<file path="src/design/tsbu_pkg.sv">
// Package for the tree-selected block upscaler: types, constants, feature permutation.
// No dependencies.
`default_nettype none
package tsbu_pkg;
  typedef enum logic [2:0] {
    CMD_ROW   = 3'd0,
    CMD_PROJ  = 3'd1,
    CMD_LINK  = 3'd2,
    CMD_LOW   = 3'd3,
    CMD_HIGH  = 3'd4,
    CMD_MODEL = 3'd5,
    CMD_RSV6  = 3'd6,
    CMD_RSV7  = 3'd7
  } cmd_t;

  typedef struct packed {
    cmd_t        cmd;
    logic [1:0]  row_index;
    logic [7:0]  pixel_a;
    logic [7:0]  pixel_b;
    logic [7:0]  pixel_c;
    logic [7:0]  pixel_d;
    logic [13:0] table_addr;
    logic [27:0] table_data;
  } req_t;

  typedef enum logic [2:0] {
    ST_IDLE, ST_FEAT, ST_WALK_RD, ST_WALK, ST_DOT, ST_DONE
  } state_t;

  localparam int PROJ_ENTRIES = 240;
  localparam int TREE_NODES   = 256;
  localparam int MODEL_COUNT  = 256;

  // selector s (1..15) -> zero-based feature index
  function automatic logic [3:0] perm_f(input logic [3:0] s);
    logic [3:0] r;
    unique case (s)
      4'd1:  r = 4'd1;
      4'd2:  r = 4'd7;
      4'd3:  r = 4'd2;
      4'd4:  r = 4'd11;
      4'd5:  r = 4'd9;
      4'd6:  r = 4'd0;
      4'd7:  r = 4'd3;
      4'd8:  r = 4'd10;
      4'd9:  r = 4'd13;
      4'd10: r = 4'd5;
      4'd11: r = 4'd8;
      4'd12: r = 4'd14;
      4'd13: r = 4'd6;
      4'd14: r = 4'd12;
      4'd15: r = 4'd4;
      default: r = 4'd0;
    endcase
    return r;
  endfunction
endpackage
`default_nettype wire

</file>
<file path="src/design/tsbu_fifo.sv">
// Short request queue between the front (input accept) and the back (engine).
// Depends on tsbu_pkg.
`default_nettype none
module tsbu_fifo (
  input  wire logic          clk,
  input  wire logic          rst_n,
  input  wire logic          wr_en,
  input  wire tsbu_pkg::req_t wr_data,
  output logic               full,
  input  wire logic          rd_en,
  output tsbu_pkg::req_t     rd_data,
  output logic               empty
);
  import tsbu_pkg::*;
  req_t       mem_r [4];
  logic [1:0] wp_r, rp_r;
  logic [2:0] cnt_r;

  assign full    = (cnt_r == 3'd4);
  assign empty   = (cnt_r == 3'd0);
  assign rd_data = mem_r[rp_r];

  always_ff @(posedge clk) begin
    if (wr_en) mem_r[wp_r] <= wr_data;
  end

  always_ff @(posedge clk) begin
    if (!rst_n) begin
      wp_r <= '0; rp_r <= '0; cnt_r <= '0;
    end else begin
      if (wr_en) wp_r <= wp_r + 2'd1;
      if (rd_en) rp_r <= rp_r + 2'd1;
      cnt_r <= cnt_r + {2'd0, wr_en} - {2'd0, rd_en};
    end
  end
endmodule
`default_nettype wire

</file>
<file path="config.mk">
export PLATFORM = sky130hd
export DESIGN_NAME = tsbu_fifo
export DESIGN_NICKNAME = d
export VERILOG_FILES = /design/src/design/tsbu_pkg.sv /design/src/design/tsbu_fifo.sv
export SDC_FILE = /design/constraint.sdc
export NUM_CORES = 1
export LEC_CHECK = 0
export BUFFER_PORTS_ARGS = -buffer_cell sky130_fd_sc_hd__buf_2
export CORE_ASPECT_RATIO = 0.5
export CORE_UTILIZATION = 34
export CTS_CLUSTER_DIAMETER = 100
export DETAILED_ROUTE_END_ITERATION = 6
export GPL_TIMING_DRIVEN = 0
export PLACE_DENSITY = 0.6
export SYNTH_ARGS = -nofsm -noshare
export SYNTH_HDL_FRONTEND = slang
export SYNTH_SLANG_ARGS = --single-unit
</file>
<file path="constraint.sdc">
create_clock -name clk -period 4.6 [get_ports clk]
set_clock_uncertainty 0.1 [all_clocks]
set_input_delay 0.69 -clock clk [delete_from_list [all_inputs] [get_ports clk]]
set_output_delay 0.69 -clock clk [all_outputs]
set_load 0.01 [all_outputs]
</file>
# Word level (Yosys, flattened, before mapping)

Memory sizes are Yosys's and may differ from the RTL's. A register that Yosys moved wholly into a read port is not among the register bits.
Index checks and enable logic that the tools add are counted.

Memories: 1
Word-level logic and storage cells: 14
Bits in registers: 7
Input port bits: 83
Bits in writable memories: 316

Equality and inequality tests: 1
Mux-type cells: 4
Reductions and logical operators: 1
Add/subtract/negate cells: 4

Memories:

| name  | words | bits a word | read ports | clocked after memory_dff | write ports | line            | source |
|---|---|---|---|---|---|---|---|
| mem_r | 4     | 79          | 1          | 1                        | 1           | tsbu_fifo.sv:15 | `req_t mem_r [4];` |

Operator list:

| kind                  | number |
|---|---|
| $add A2 B1 Y2 const B | 2 |
| $mux W2               | 2 |
| $add A3 B1 Y3         | 1 |
| $eq A3 B3 Y1 const B  | 1 |
| $logic_not A3 Y1      | 1 |
| $sub A3 B1 Y3         | 1 |
| $mux W1               | 2 |

# Logic depth before layout (Yosys ltp)

Gate-level depths: netlist (run 1).

Depth after elaboration: 3
Gate-level depth with buffers: 7
Mapped depth without buffers: 7

# Least setup slack after synthesis (run 1)

Ideal clock, no wire load.

Path kind: input port to flip-flop
From: in wr_en
To: mem mem_r[0][0] (netlist name) (enable)
Buffers on the path: 0
Stages on the path: 1
Slack: 1.523 ns
Data arrival time: 2.531 ns
Path through: and2_1

Longest elaborated chain between the ends: 2

RTL lines:

| item                          | line            | source |
|---|---|---|
| start, declared               | tsbu_fifo.sv:7  | `input wire logic wr_en,` |
| $mux W1                       | tsbu_fifo.sv:24 | `if (wr_en) mem_r[wp_r] <= wr_data;` |
| $mux W1 (not written as such) | tsbu_fifo.sv:24 |  |
| end, declared                 | tsbu_fifo.sv:15 |  |

No other way between the ends.

==> implementation parameters, run 1 <==
Parameter                              Value

Cells and area
  Commonest cells after routing, fill and taps aside ... edfxtp_1, buf_2, mux4_2
  Final-layout fill cell count ... roughly 3.0k
  Post-route non-filler standard cell count ... roughly 1.1k
  Fraction of layout cells with a size suffix above 1 ... between 40% and 50%
  Most common cell after layout, fill and taps aside ... edfxtp_1
  Number of antenna repair diodes ... 0
  Net total in the final layout ... 745
  Area growth from synthesis to final layout ... 20.43%

GRT
  Wire length of the first global-routing pass ... between 30000 and 40000 um
  Largest net degree at the start of global routing ... 52
  Vias in the first global route ... 5541
  Total routing resource utilization after global routing ... between 10% and 20%
  Sum of overflow across all layers after global routing ... 0
  Initial antenna violation count ... 0

STA
  Max Freq ... 321.1 MHz
  Final max-slew violation count ... 0
  Setup repair after global routing missed its margin ... false
  Minimum setup slack in the final design ... about 1.5 ns
  Post-layout min period ... 3.114 ns
  Final count of negative-setup-slack endpoints ... 0
  Slew at the pin closest to its max-slew limit ... 0.6977 ns
  Fin crit share ... between 60% and 70%
  Final hold violation count ... 0
  Slew HR ... 53.48%

Clocking
  Num CTS Buffers ... 30
  Clock tree from TritonCTS ... built
  # hold bufs at CTS ... 0
  Cts repair resizes ... 0
  Root cell of the clock tree ... clkbuf_16
  Clk sinks ... between 300 and 400
  CTS max path bufs ... 3
  Buffers inserted by post-CTS timing repair ... 0
  H-tree lvl count ... 1
  Clock transition at path regs ... 0.06 ns
  Insertion delay of the later-clocked pin in the worst-skew pair ... 0.55 ns

Worst setup path
  Reg-to-Reg Start ... wp_r[0]
  Largest fanout on the critical path ... 10
  Worst Path Required ... 3.81 ns
  Type of the worst setup path ... register to output port
  RR Endpoint ... mem_r[2][73]
  Endpoint arrival time on the critical path ... 2.32 ns
  Startpoint type of the worst setup path ... register
  Number of cells on the worst reg-to-reg path ... 4
  Capture point of the worst path ... rd_data[67]
  Register-to-register setup slack ... 2.70 ns
  Nature of the critical path endpoint ... output port

Pwr
  Switching part of the total ... 21.96%
  Net switching power ... 0.001401 W
  Power per Cell Area ... 447.9 mW/mm2
  Sequential group share of total power ... between 50% and 60%
  Share of power burned in combinational logic ... 10.2%
  Cell Int Power ... approximately 0.005 W
  Clock network fraction of total power ... 36.0%
  Leakage Power ... between 4 and 5 nW
  VDD IR max ... around 0.25 mV

Drt
  Number of nets with antenna violations after routing ... 0
  Wirelength, routed ... 22770 um
  DRT iter0 DRCs ... 255
  Detail-routed via count per cell ... about 4.6
  Total number of vias ... roughly 5.3k
  Pre-antenna DRT Iters ... 4
  Detailed-route wire length per cell ... about 20 um
  Post-detailed-route DRC marker count ... 0

Place
  Placer's final routability congestion estimate ... 0.7253
  Count of placed standard cells including taps ... about 1.1k
  Setup slack after placement ... 2.027 ns
  Count of buffers inserted at the top-level ports ... 163
  Post-detailed-placement half-perimeter wirelength ... roughly 14000 um

Synthesis
  Proportion of synthesized chip area in sequential cells ... 81.77%
  Yosys Warn Count ... 0
  Synthesized flop and latch total ... 325
  Post-synthesis instance area ... 0.01183 mm2
  Number of nets produced by synthesis ... 546
  Synthesized area per cell ... 25.93 um2
  Cell variety after synth ... 21
  Post-Syn Instances ... roughly 460

Worst hold path
  Path class of the lowest-slack min-delay path ... input pin to register

Status
  Result of the run ... completed

Floorplan
  Std-Cell Core Area ... roughly 0.034 mm2
  Total number of placement rows ... 47
  Overall die width ... 265.7 um
  Initial core utilization ... 35.15%
  Die area ... 0.03557 mm2
  Count of boundary I/O pins ... approximately 160
  Die H ... 133.9 um

Run
  Maximum Capacitance Violations ... 0
==> layout make-up <==
| type | count | area [um2] | area share [%] |
|---|---|---|---|
| repair buffers | 167 | 925.9 | 6.501 |
| well taps | 465 | 581.8 | 4.085 |
| multi-input cells | 106 | 2026 | 14.22 |
| flip-flops and latches | 325 | 9669 | 67.90 |
| clock buffers | 36 | 794.5 | 5.579 |
| clock inverters | 17 | 103.9 | 0.7292 |
| inverters | 7 | 26.28 | 0.1845 |
| plain buffers | 18 | 113.9 | 0.7995 |
==> routing by layer <==
metal / part of all wire (%) / global-route usage, % / routed length [um] / up-vias
met5: 0 / 0 / 0 / -
met1: 42 / 16.01 / 9539 / 2809
met2: 53 / 22.77 / 12070 / 76
met3: 3.2 / 2.405 / 738 / 33
li1: - / - / - / 2346
met4: 1.9 / 3.033 / 423 / 0
==> synthesized netlist by cell type <==
| library cell | n | area (um2) |
|---|---|---|
| buf_2 | 9 | 45.04 |
| a21oi_1 | 1 | 5.000 |
| inv_1 | 7 | 26.28 |
| ha_1 | 6 | 75.07 |
| nor2_1 | 5 | 18.77 |
| dfxtp_1 | 9 | 180.2 |
| clkbuf_1 | 6 | 22.52 |
| buf_12 | 1 | 20.02 |
| a21bo_2 | 1 | 10.01 |
| and2_1 | 6 | 37.54 |
| buf_8 | 1 | 15.01 |
| mux2i_1 | 1 | 10.01 |
| edfxtp_1 | 316 | 9489 |
| nand3b_1 | 1 | 7.510 |
| fa_1 | 1 | 20.02 |
| buf_6 | 1 | 11.26 |
| nor3_1 | 1 | 5.000 |
| xor3_1 | 1 | 23.77 |
| and3_1 | 1 | 6.260 |
| xnor2_1 | 2 | 17.52 |
| mux4_2 | 79 | 1779 |
==> worst min-delay path by stage <==
| stage | start | endpoint | slack, ns | depth (start not counted) |
|---|---|---|---|---|
| floorplan | rp_r[1] | register | 0.40 | 2 |
| global placement | rp_r[1] | rp_r[1] | 0.42 | 2 |
| detailed placement | rp_r[1] | register | 0.44 | 2 |
| CTS | wr_data[74] | mem_r[1][74] | 0.22 | 1 |
| global route | wr_data[64] | mem_r[2][64] | 0.22 | 1 |
| finish | wr_data[52] | mem_r[3][52] | 0.25 | 1 |
==> worst max-delay path, stage by stage, from the launching register on <==
cell	delay, ns
dfxtp_1	0.30
buf_2	0.24
buf_2	0.34
buf_2	0.37
mux4_2	0.35
buf_2	0.16
==> power groups by stage <==
| stage | Sequential [W] | Combinational [W] | Clock (W) |
|---|---|---|---|
| after floorplan | 0.00350 | 0.000379 | 0 |
| after global placement | 0.00351 | 0.000640 | 0 |
| after detailed placement | 0.00350 | 0.000666 | 0 |
| after CTS | 0.00344 | 0.000669 | 0.00236 |
| after global routing | 0.00344 | 0.000701 | 0.00246 |
| final | 0.00343 | 0.000648 | 0.00230 |
==> cells by family (layout without fill, tap and decap cells) <==
kind of cell               count (synthesis)  in the layout  synth area share (%)
DFF                                      325            325                 81.77
xor gates and xnor gates                   3              3                0.3492
AOI/OAI and AO/OA                          2              2                0.1269
muxes                                     80             80                 15.13
adders and majority gates                  7              7                0.8041
and+or+nand+nor                           14             14                0.6349
buffers and inverters                     25            245                 1.185
==> through the flow <==
stage | TNS [ns] | instance area [um2] | hold WS, ns | power, W | util [%]
after floorplan | 0 | 11830 | 0.3993 | 0.003877 | -
after global placement | -81.82 | 13220 | 0.4207 | 0.004151 | 39.31
after detailed placement | 0 | 13340 | 0.4356 | 0.004166 | 39.67
after CTS | 0 | 14240 | 0.2168 | 0.006464 | 42.34
after global routing | 0 | 14240 | 0.2161 | 0.006602 | 42.34
final | 0 | 14240 | 0.2497 | 0.006378 | 42.34
==> flip-flops by register name, summed over array words and instances, names as in the netlist, named ones only <==
signal	cells
cnt_r	3
mem_r	316
rp_r	2
wp_r	2
(Power assumes the default switching activity.)
==> run 2, diff against run 1 <==
--- a/config.mk
+++ b/config.mk
@@ -5,13 +5,14 @@
 export SDC_FILE = /design/constraint.sdc
 export NUM_CORES = 1
 export LEC_CHECK = 0
+export ABC_AREA = 1
 export BUFFER_PORTS_ARGS = -buffer_cell sky130_fd_sc_hd__buf_2
 export CORE_ASPECT_RATIO = 0.5
 export CORE_UTILIZATION = 34
 export CTS_CLUSTER_DIAMETER = 100
 export DETAILED_ROUTE_END_ITERATION = 6
 export GPL_TIMING_DRIVEN = 0
-export PLACE_DENSITY = 0.6
+export PLACE_DENSITY = 0.59
 export SYNTH_ARGS = -nofsm -noshare
 export SYNTH_HDL_FRONTEND = slang
 export SYNTH_SLANG_ARGS = --single-unit
==> constraint.sdc (replaced) <==
create_clock -name clk -period 3.2 [get_ports clk]
set_clock_uncertainty 0.1 [all_clocks]
set_input_delay 0.48 -clock clk [delete_from_list [all_inputs] [get_ports clk]]
set_output_delay 0.48 -clock clk [all_outputs]
set_load 0.01 [all_outputs]
==> implementation parameters, run 2 <==
Parameter                              Value

Pwr
  VDD IR max ... 0.3216 mV (+30%)
  Power per Cell Area ... 616.4 mW/mm2 (+38%)
  Leakage Power ... 6.265 nW (+32%)

GRT
  Initial antenna violation count ... 7 (+7)
  Total routing resource utilization after global routing ... 15.19% (+2.5 points)
  Largest net degree at the start of global routing ... 55 (+5.8%)
  Wire length of the first global-routing pass ... 47100 um (+39%)
  Vias in the first global route ... 8358 (+51%)
  Sum of overflow across all layers after global routing ... 0 (unchanged)

Floorplan
  Die H ... 142.6 um (+6.5%)
  Std-Cell Core Area ... 0.03892 mm2 (+16%)
  Total number of placement rows ... 51 (+8.5%)
  Count of boundary I/O pins ... 164 (unchanged)
  Overall die width ... 283.2 um (+6.6%)
  Initial core utilization ... 34.54% (-0.62 points)
  Die area ... 0.04039 mm2 (+14%)

Drt
  Detail-routed via count per cell ... 4.628 (+0.31%)
  DRT iter0 DRCs ... 495 (+94%)
  Pre-antenna DRT Iters ... 5 (+1)
  Wirelength, routed ... 31250 um (+37%)
  Post-detailed-route DRC marker count ... 0 (unchanged)
  Detailed-route wire length per cell ... 17.93 um (-10%)
  Number of nets with antenna violations after routing ... 0 (unchanged)
  Total number of vias ... 8066 (+53%)

STA
  Setup repair after global routing missed its margin ... false
  Final max-slew violation count ... 0 (unchanged)
  Slew HR ... 56.34% (+2.9 points)
  Worst hold slack after final layout ... 0.08692 ns (-0.1628 ns)
  Final count of negative-setup-slack endpoints ... 0 (unchanged)
  Fin crit share ... 78.46%
  Final hold violation count ... 0 (unchanged)
  Setup TNS ... 0 ns (unchanged)
  Post-layout min period ... between 2 and 3 ns
  Slew at the pin closest to its max-slew limit ... 0.6549 ns (-0.04287 ns)
  Max Freq ... ~400 MHz

Synthesis
  Leading post-synthesis cells by cell area ... edfxtp_1, o211ai_2, inv_1
  Yosys Warn Count ... 0 (unchanged)
  Fraction of the mapped netlist area in simple logic gates ... 4.821% (+4.2 points)
  Proportion of synthesized chip area in sequential cells ... 71.92% (-9.8 points)
  Fraction of the mapped netlist area in compound gates ... 14.13% (+14 points)
  XOR/XNOR Fraction of Synth Area ... 0% (-0.35 points)
  Post-synthesis instance area ... 0.01344 mm2 (+14%)
  Leading register cell type out of synthesis ... edfxtp_1
  Adder and majority gate portion of the synthesized area ... 0.7073% (-0.097 points)
  Number of flops mapped to enable cells by yosys ... 316 (unchanged)
  Share of synthesized area spent on multiplexers ... 0% (-15 points)
  Number of nets produced by synthesis ... 1068 (+96%)
  Library cell with the largest summed area after synthesis ... edfxtp_1
  Synthesized area per cell ... 13.75 um2 (-47%)
  Synthesized flop and latch total ... 325 (unchanged)
  Cell variety after synth ... 21 (unchanged)
  Most frequently used cell type in the post-synthesis netlist ... edfxtp_1
  Most instantiated cells after synthesis ... edfxtp_1, inv_1, nand2_1
  Async SR Flop Fraction ... 0% (unchanged)
  Top-area cell type share of the netlist area ... 70.58% (-9.7 points)
  Dominant combinational cell family by area after synthesis ... compound AO/OA/AOI/OAI gates
  Post-Syn Instances ... 978 (+110%)

Clocking
  Buffers inserted by post-CTS timing repair ... 0 (unchanged)
  H-tree lvl count ... 2 (+1)
  Clock transition at path regs ... 0.06 ns (about the same)
  Insertion delay of the later-clocked pin in the worst-skew pair ... 0.50 ns (-0.05 ns)
  Num CTS Buffers ... 34 (+13%)
  Clk sinks ... 325 (unchanged)
  CTS max path bufs ... 3 (unchanged)
  # hold bufs at CTS ... 0 (unchanged)
  Clock tree from TritonCTS ... built
  Root cell of the clock tree ... clkbuf_16
  Cts repair resizes ... 0 (unchanged)

Cells and area
  Net total in the final layout ... 1271 (+71%)
  Fraction of layout cells with a size suffix above 1 ... 30.32% (-15 points)
  Final-layout fill cell count ... 3588 (+21%)
  Most common cell after layout, fill and taps aside ... edfxtp_1
  Commonest cells after routing, fill and taps aside ... edfxtp_1, buf_2, inv_1
  Area growth from synthesis to final layout ... 20.36% (about the same)
  Register bank with the most flops ... mem_r
  Max reg flops ... 316 (unchanged)
  Largest registers ... mem_r (316), cnt_r (3)

Worst setup path
  Worst path max stage delay ... 0.43 ns (+0.06 ns)
  Reg-to-Reg Start ... wp_r[0]
  Startpoint type of the worst setup path ... register
  Nature of the critical path endpoint ... output port
  Number of cells on the worst reg-to-reg path ... 5 (+1)
  Endpoint arrival time on the critical path ... 1.93 ns (-0.39 ns)
  RR Endpoint ... mem_r[0][63]
  Worst Path Required ... 2.62 ns (-1.19 ns)
  Cell chain of the critical path ... buf_6 -> clkbuf_1 -> o21ai_0 -> nand2_1 -> buf_2
  Largest fanout on the critical path ... 10 (unchanged)
  Slowest cell on the critical path ... clkbuf_1
  Type of the worst setup path ... register to output port
  Register-to-register setup slack ... 1.22 ns (-1.48 ns)

Worst hold path
  Sink of the worst hold path ... mem_r[2][22]
  Path class of the lowest-slack min-delay path ... input pin to register
  Hold_sp ... wr_data[22]
  Number of stages on the worst hold path ... 1 (unchanged)

Place
  Placer's final routability congestion estimate ... 0.7490 (+3.3%)
  Post-detailed-placement half-perimeter wirelength ... 19290 um (+37%)
  Count of buffers inserted at the top-level ports ... 163 (unchanged)

Status
  Result of the run ... completed

Run
  Maximum Capacitance Violations ... 0 (unchanged)
## run 2: logic make-up (layout without fill, tap and decap cells)
family / count (synthesis) / in the layout
other: 0 / 6
buffers and inverters: 227 / 456
flip-flops: 325 / 325
adder cells (fa/ha/maj): 7 / 7
AO/OA/AOI/OAI: 247 / 247
AND/OR/NAND/NOR: 172 / 172
## run 2: layout make-up
class                   count  area [um2]  share of cell area, %
inverters                 174       663.1                  4.098
flip-flops and latches    325        9669                  59.75
multi-input cells         426        2643                  16.33
clock buffers              47       983.4                  6.077
well taps                 530       663.1                  4.098
plain buffers              53       479.2                  2.961
clock inverters            15       140.1                 0.8660
repair buffers            167       925.9                  5.722
diodes                      6       15.01                0.09279
## run 2: worst max-delay path, delay by kind of cell (launching register included)
kind	cells	cell delay, ns
DFF	1	0.33
AOI/OAI and AO/OA	1	0.20
buffers and inverters	3	0.76
and+or+nand+nor	1	0.13
## run 2: power by group
group | total (W) | switching [W] | leakage (nW) | internal, W
Combinational | 0.00109 | 0.000704 | 2.74 | 0.000382
Clock | 0.00397 | 0.00158 | 0.550 | 0.00239
Sequential | 0.00492 | 0.0000508 | 2.98 | 0.00487
Total | 0.00997 | 0.00234 | 6.27 | 0.00764
## run 2: worst max path at each step
stage | end | from | slack [ns] | cells after the start
2_1_floorplan | mem_r[2][0] | wp_r[0] | 0.55 | 4
3_3_place_gp | mem_r[3][46] | wr_en | -1.02 | 3
6_report | rd_data[78] | register | 0.69 | 5
5_1_grt | rd_data[78] | register | 0.58 | 5
3_5_place_dp | rd_data[78] | register | 1.15 | 5
4_1_cts | rd_data[78] | register | 0.61 | 5
## run 2: metrics by stage
stage,utilization [%],instances,total power [W],worst slack (ns),instance area (um2)
floorplan,-,978,0.005632,0.5483,13440
global placement,38.34,1671,0.006083,-1.023,14920
detailed placement,38.65,1675,0.006113,1.150,15040
CTS,41.53,1737,0.01006,0.6087,16170
global route,41.57,1743,0.01031,0.5847,16180
finish,41.57,1743,0.009974,0.6893,16180
## run 2: layer usage
| layer | GRT usage (%) | vias to the layer above | share of wire [%] |
|---|---|---|---|
| met5 | 0 | - | 0.038 |
| met4 | 6.856 | 2 | 3.2 |
| met3 | 2.173 | 66 | 3.1 |
| met2 | 27.57 | 148 | 53 |
| met1 | 18.06 | 4021 | 41 |
| li1 | - | 3829 | - |
==> run 3, diff against run 2 <==
--- a/config.mk
+++ b/config.mk
@@ -12,7 +12,7 @@
 export CTS_CLUSTER_DIAMETER = 100
 export DETAILED_ROUTE_END_ITERATION = 6
 export GPL_TIMING_DRIVEN = 0
-export PLACE_DENSITY = 0.59
+export PLACE_DENSITY = 0.61
 export SYNTH_ARGS = -nofsm -noshare
 export SYNTH_HDL_FRONTEND = slang
 export SYNTH_SLANG_ARGS = --single-unit
==> constraint.sdc (replaced) <==
create_clock -name clk -period 2.05 [get_ports clk]
set_clock_uncertainty 0.1 [all_clocks]
set_input_delay 0.3075 -clock clk [delete_from_list [all_inputs] [get_ports clk]]
set_output_delay 0.3075 -clock clk [all_outputs]
set_load 0.01 [all_outputs]
==> implementation parameters, run 3 (synthesis gave the netlist of run 2 again) <==
Parameter                              Value

STA
  Post-layout min period ... 2.142 ns
  Final hold violation count ... 0 (unchanged)
  Slew at the pin closest to its max-slew limit ... 0.7264 ns (+0.07159 ns)
  Final count of negative-setup-slack endpoints ... 79 (+79)
  Max Freq ... 466.8 MHz
  Final max-slew violation count ... 0 (unchanged)
  Setup repair after global routing missed its margin ... true
  Fin crit share ... 104.5%
  Slew HR ... 51.30% (-5.0 points)
  Minimum setup slack in the final design ... -0.09211 ns (-0.7814 ns)

Worst setup path
  Type of the worst setup path ... register to output port
  Worst Path Required ... 1.64 ns (-0.98 ns)
  Startpoint type of the worst setup path ... register
  Endpoint arrival time on the critical path ... 1.73 ns (-0.20 ns)
  Largest fanout on the critical path ... 10 (unchanged)
  Nature of the critical path endpoint ... output port

Cells and area
  Max reg flops ... 316 (unchanged)
  Fraction of layout cells with a size suffix above 1 ... 35.80% (+5.5 points)
  Commonest cells after routing, fill and taps aside ... edfxtp_1, inv_1, nand2_1
  Net total in the final layout ... 1375 (+8.2%)
  Post-route non-filler standard cell count ... 1841 (+5.6%)
  Final-layout fill cell count ... 3377 (-5.9%)
  Register bank with the most flops ... mem_r
  Most common cell after layout, fill and taps aside ... edfxtp_1
  Area growth from synthesis to final layout ... 34.61%
  Register area ... 0.009676 mm2 (about the same)
  Footprint of the multi-input gates ... 0.002912 mm2 (+10%)
  Largest registers ... mem_r (316), cnt_r (3)
  Utilization after layout ... 46.49% (+4.9 points)

GRT
  Global Route met1 Usage ... 17.91% (-0.16 points)
  Largest net degree at the start of global routing ... 34 (-38%)
  Total routing resource utilization after global routing ... 15.87% (+0.68 points)
  Met3 capacity usage during global routing ... 2.556% (+0.38 points)
  Sum of overflow across all layers after global routing ... 0 (unchanged)
  Layer with the highest usage ... met2
  Wire length of the first global-routing pass ... 49130 um (+4.3%)
  Initial antenna violation count ... 1 (-6)
  M2 GR Usage ... 30.59% (+3.0 points)
  Vias in the first global route ... 8812 (+5.4%)

Clocking
  Clock tree from TritonCTS ... built
  Clk sinks ... 325 (unchanged)
  Clock transition at path regs ... 0.06 ns (about the same)
  Root cell of the clock tree ... clkbuf_16
  Num CTS Buffers ... 34 (unchanged)
  Insertion delay of the later-clocked pin in the worst-skew pair ... 0.51 ns (about the same)
  CTS max path bufs ... 3 (unchanged)
  H-tree lvl count ... 2 (unchanged)

Floorplan
  Die H ... 142.6 um (unchanged)
  Total number of placement rows ... 51 (unchanged)
  Std-Cell Core Area ... 0.03892 mm2 (unchanged)
  Count of boundary I/O pins ... 164 (unchanged)
  Overall die width ... 283.2 um (unchanged)
  Die area ... 0.04039 mm2 (unchanged)
  Initial core utilization ... 34.54% (unchanged)

Pwr
  Leakage Power ... 6.939 nW (+11%)
  Cell Int Power ... 0.01191 W (+56%)
  Clock network fraction of total power ... 36.4% (-3.4 points)
  VDD IR max ... 0.4365 mV (+36%)
  Switching part of the total ... 24.01% (+0.60 points)
  Net switching power ... 0.003762 W (+61%)
  Power per Cell Area ... 865.8 mW/mm2 (+40%)
  Share of power burned in combinational logic ... 14.6% (+3.7 points)
  Sequential group share of total power ... 49.1% (-0.2 points)

Drt
  Detailed-route wire length per cell ... 17.91 um (about the same)
  Wirelength, routed ... 32980 um (+5.5%)
  Post-detailed-route DRC marker count ... 0 (unchanged)
  Number of nets with antenna violations after routing ... 0 (unchanged)
  Pre-antenna DRT Iters ... 4 (-1)
  Total number of vias ... 8535 (+5.8%)
  Detail-routed via count per cell ... 4.636 (+0.18%)
  DRT iter0 DRCs ... 443 (-11%)

Worst hold path
  Path class of the lowest-slack min-delay path ... input pin to register

Status
  Result of the run ... finished with violations
  Violated checks ... negative setup slack

Place
  Count of buffers inserted at the top-level ports ... 163 (unchanged)
  Placer's final routability congestion estimate ... 0.7456 (-0.45%)
  Count of placed standard cells including taps ... 1680 (+0.30%)
  Post-detailed-placement half-perimeter wirelength ... 19680 um (+2.0%)

Run
  Maximum Capacitance Violations ... 0 (unchanged)
## run 3: cell types whose count changed in the layout (fill, tap and decap cells not counted), sizes merged
cell / previous run / this run
clkinv: 12 / 15
clkbuf: 49 / 48
diode: 6 / 1
dlygate4sd3: 0 / 81
clkinvlp: 0 / 7
inv: 174 / 171
buf: 218 / 237
bufinv: 3 / 0
## run 3: through the flow
stage	cell area, um2	setup WS [ns]	power (W)	hold slack [ns]	TNS, ns
4_1_cts	17860	-0.1177	0.01572	0.06607	-5.846
3_5_place_dp	15140	-0.3059	0.009561	0.3763	-11.84
2_1_floorplan	13480	-0.1944	0.008793	0.2994	-57.99
5_1_grt	18090	-0.1637	0.01620	0.1096	-9.212
6_report	18100	-0.09211	0.01567	0.07933	-4.284
3_3_place_gp	14960	-1.350	0.009488	0.3552	-416.74
## run 3: power groups by stage
stage | Combinational [W] | Clock [W] | Sequential (W)
finish | 0.00229 | 0.00570 | 0.00769
global route | 0.00244 | 0.00604 | 0.00771
CTS | 0.00224 | 0.00580 | 0.00768
detailed placement | 0.00174 | 0 | 0.00782
global placement | 0.00166 | 0 | 0.00783
floorplan | 0.000981 | 0 | 0.00781
## run 3: worst paths after layout
kind | end | slack, ns | from | cells past startpoint
min reg2reg | register | 0.39 | rp_r[1] | 2
min | wp_r[0] | 0.08 | wr_en | 3
max | rd_data[41] | -0.09 | register | 6
max reg2reg | mem_r[3][69] | 0.17 | wp_r[0] | 3
## run 3: routing by layer
layer	vias to the layer above	wire, um
li1	4049	-
met1	4234	12730
met3	67	1395
met5	-	0
met4	0	874
met2	185	17980
## run 3: what timing repair did
item / in CTS / in global routing
gates cloned: 13 / 2
setup buffers: 2 / 2
resized for setup: 186 / 50
pin swaps: 60 / 29
hold buffers: 81 / 0
endpoints found under the setup margin: 161 / 109
hold endpoints to repair: 321 / 0
## run 3: area by class of cell
cell class	count	share of cell area [%]
diodes	1	0.01383
plain buffers	53	4.618
clock buffers	44	5.261
clock inverters	17	0.4632
inverters	174	3.692
multi-input cells	426	16.09
flip-flops and latches	325	53.46
well taps	530	3.664
repair buffers	269	12.67
repair inverters	2	0.06914
## run 3: critical path: stages (launching register included)
cell,delay [ns]
dfxtp_4,0.35
buf_12,0.15
buf_12,0.16
buf_6,0.16
o21ai_1,0.15
nand2_1,0.09
buf_2,0.15
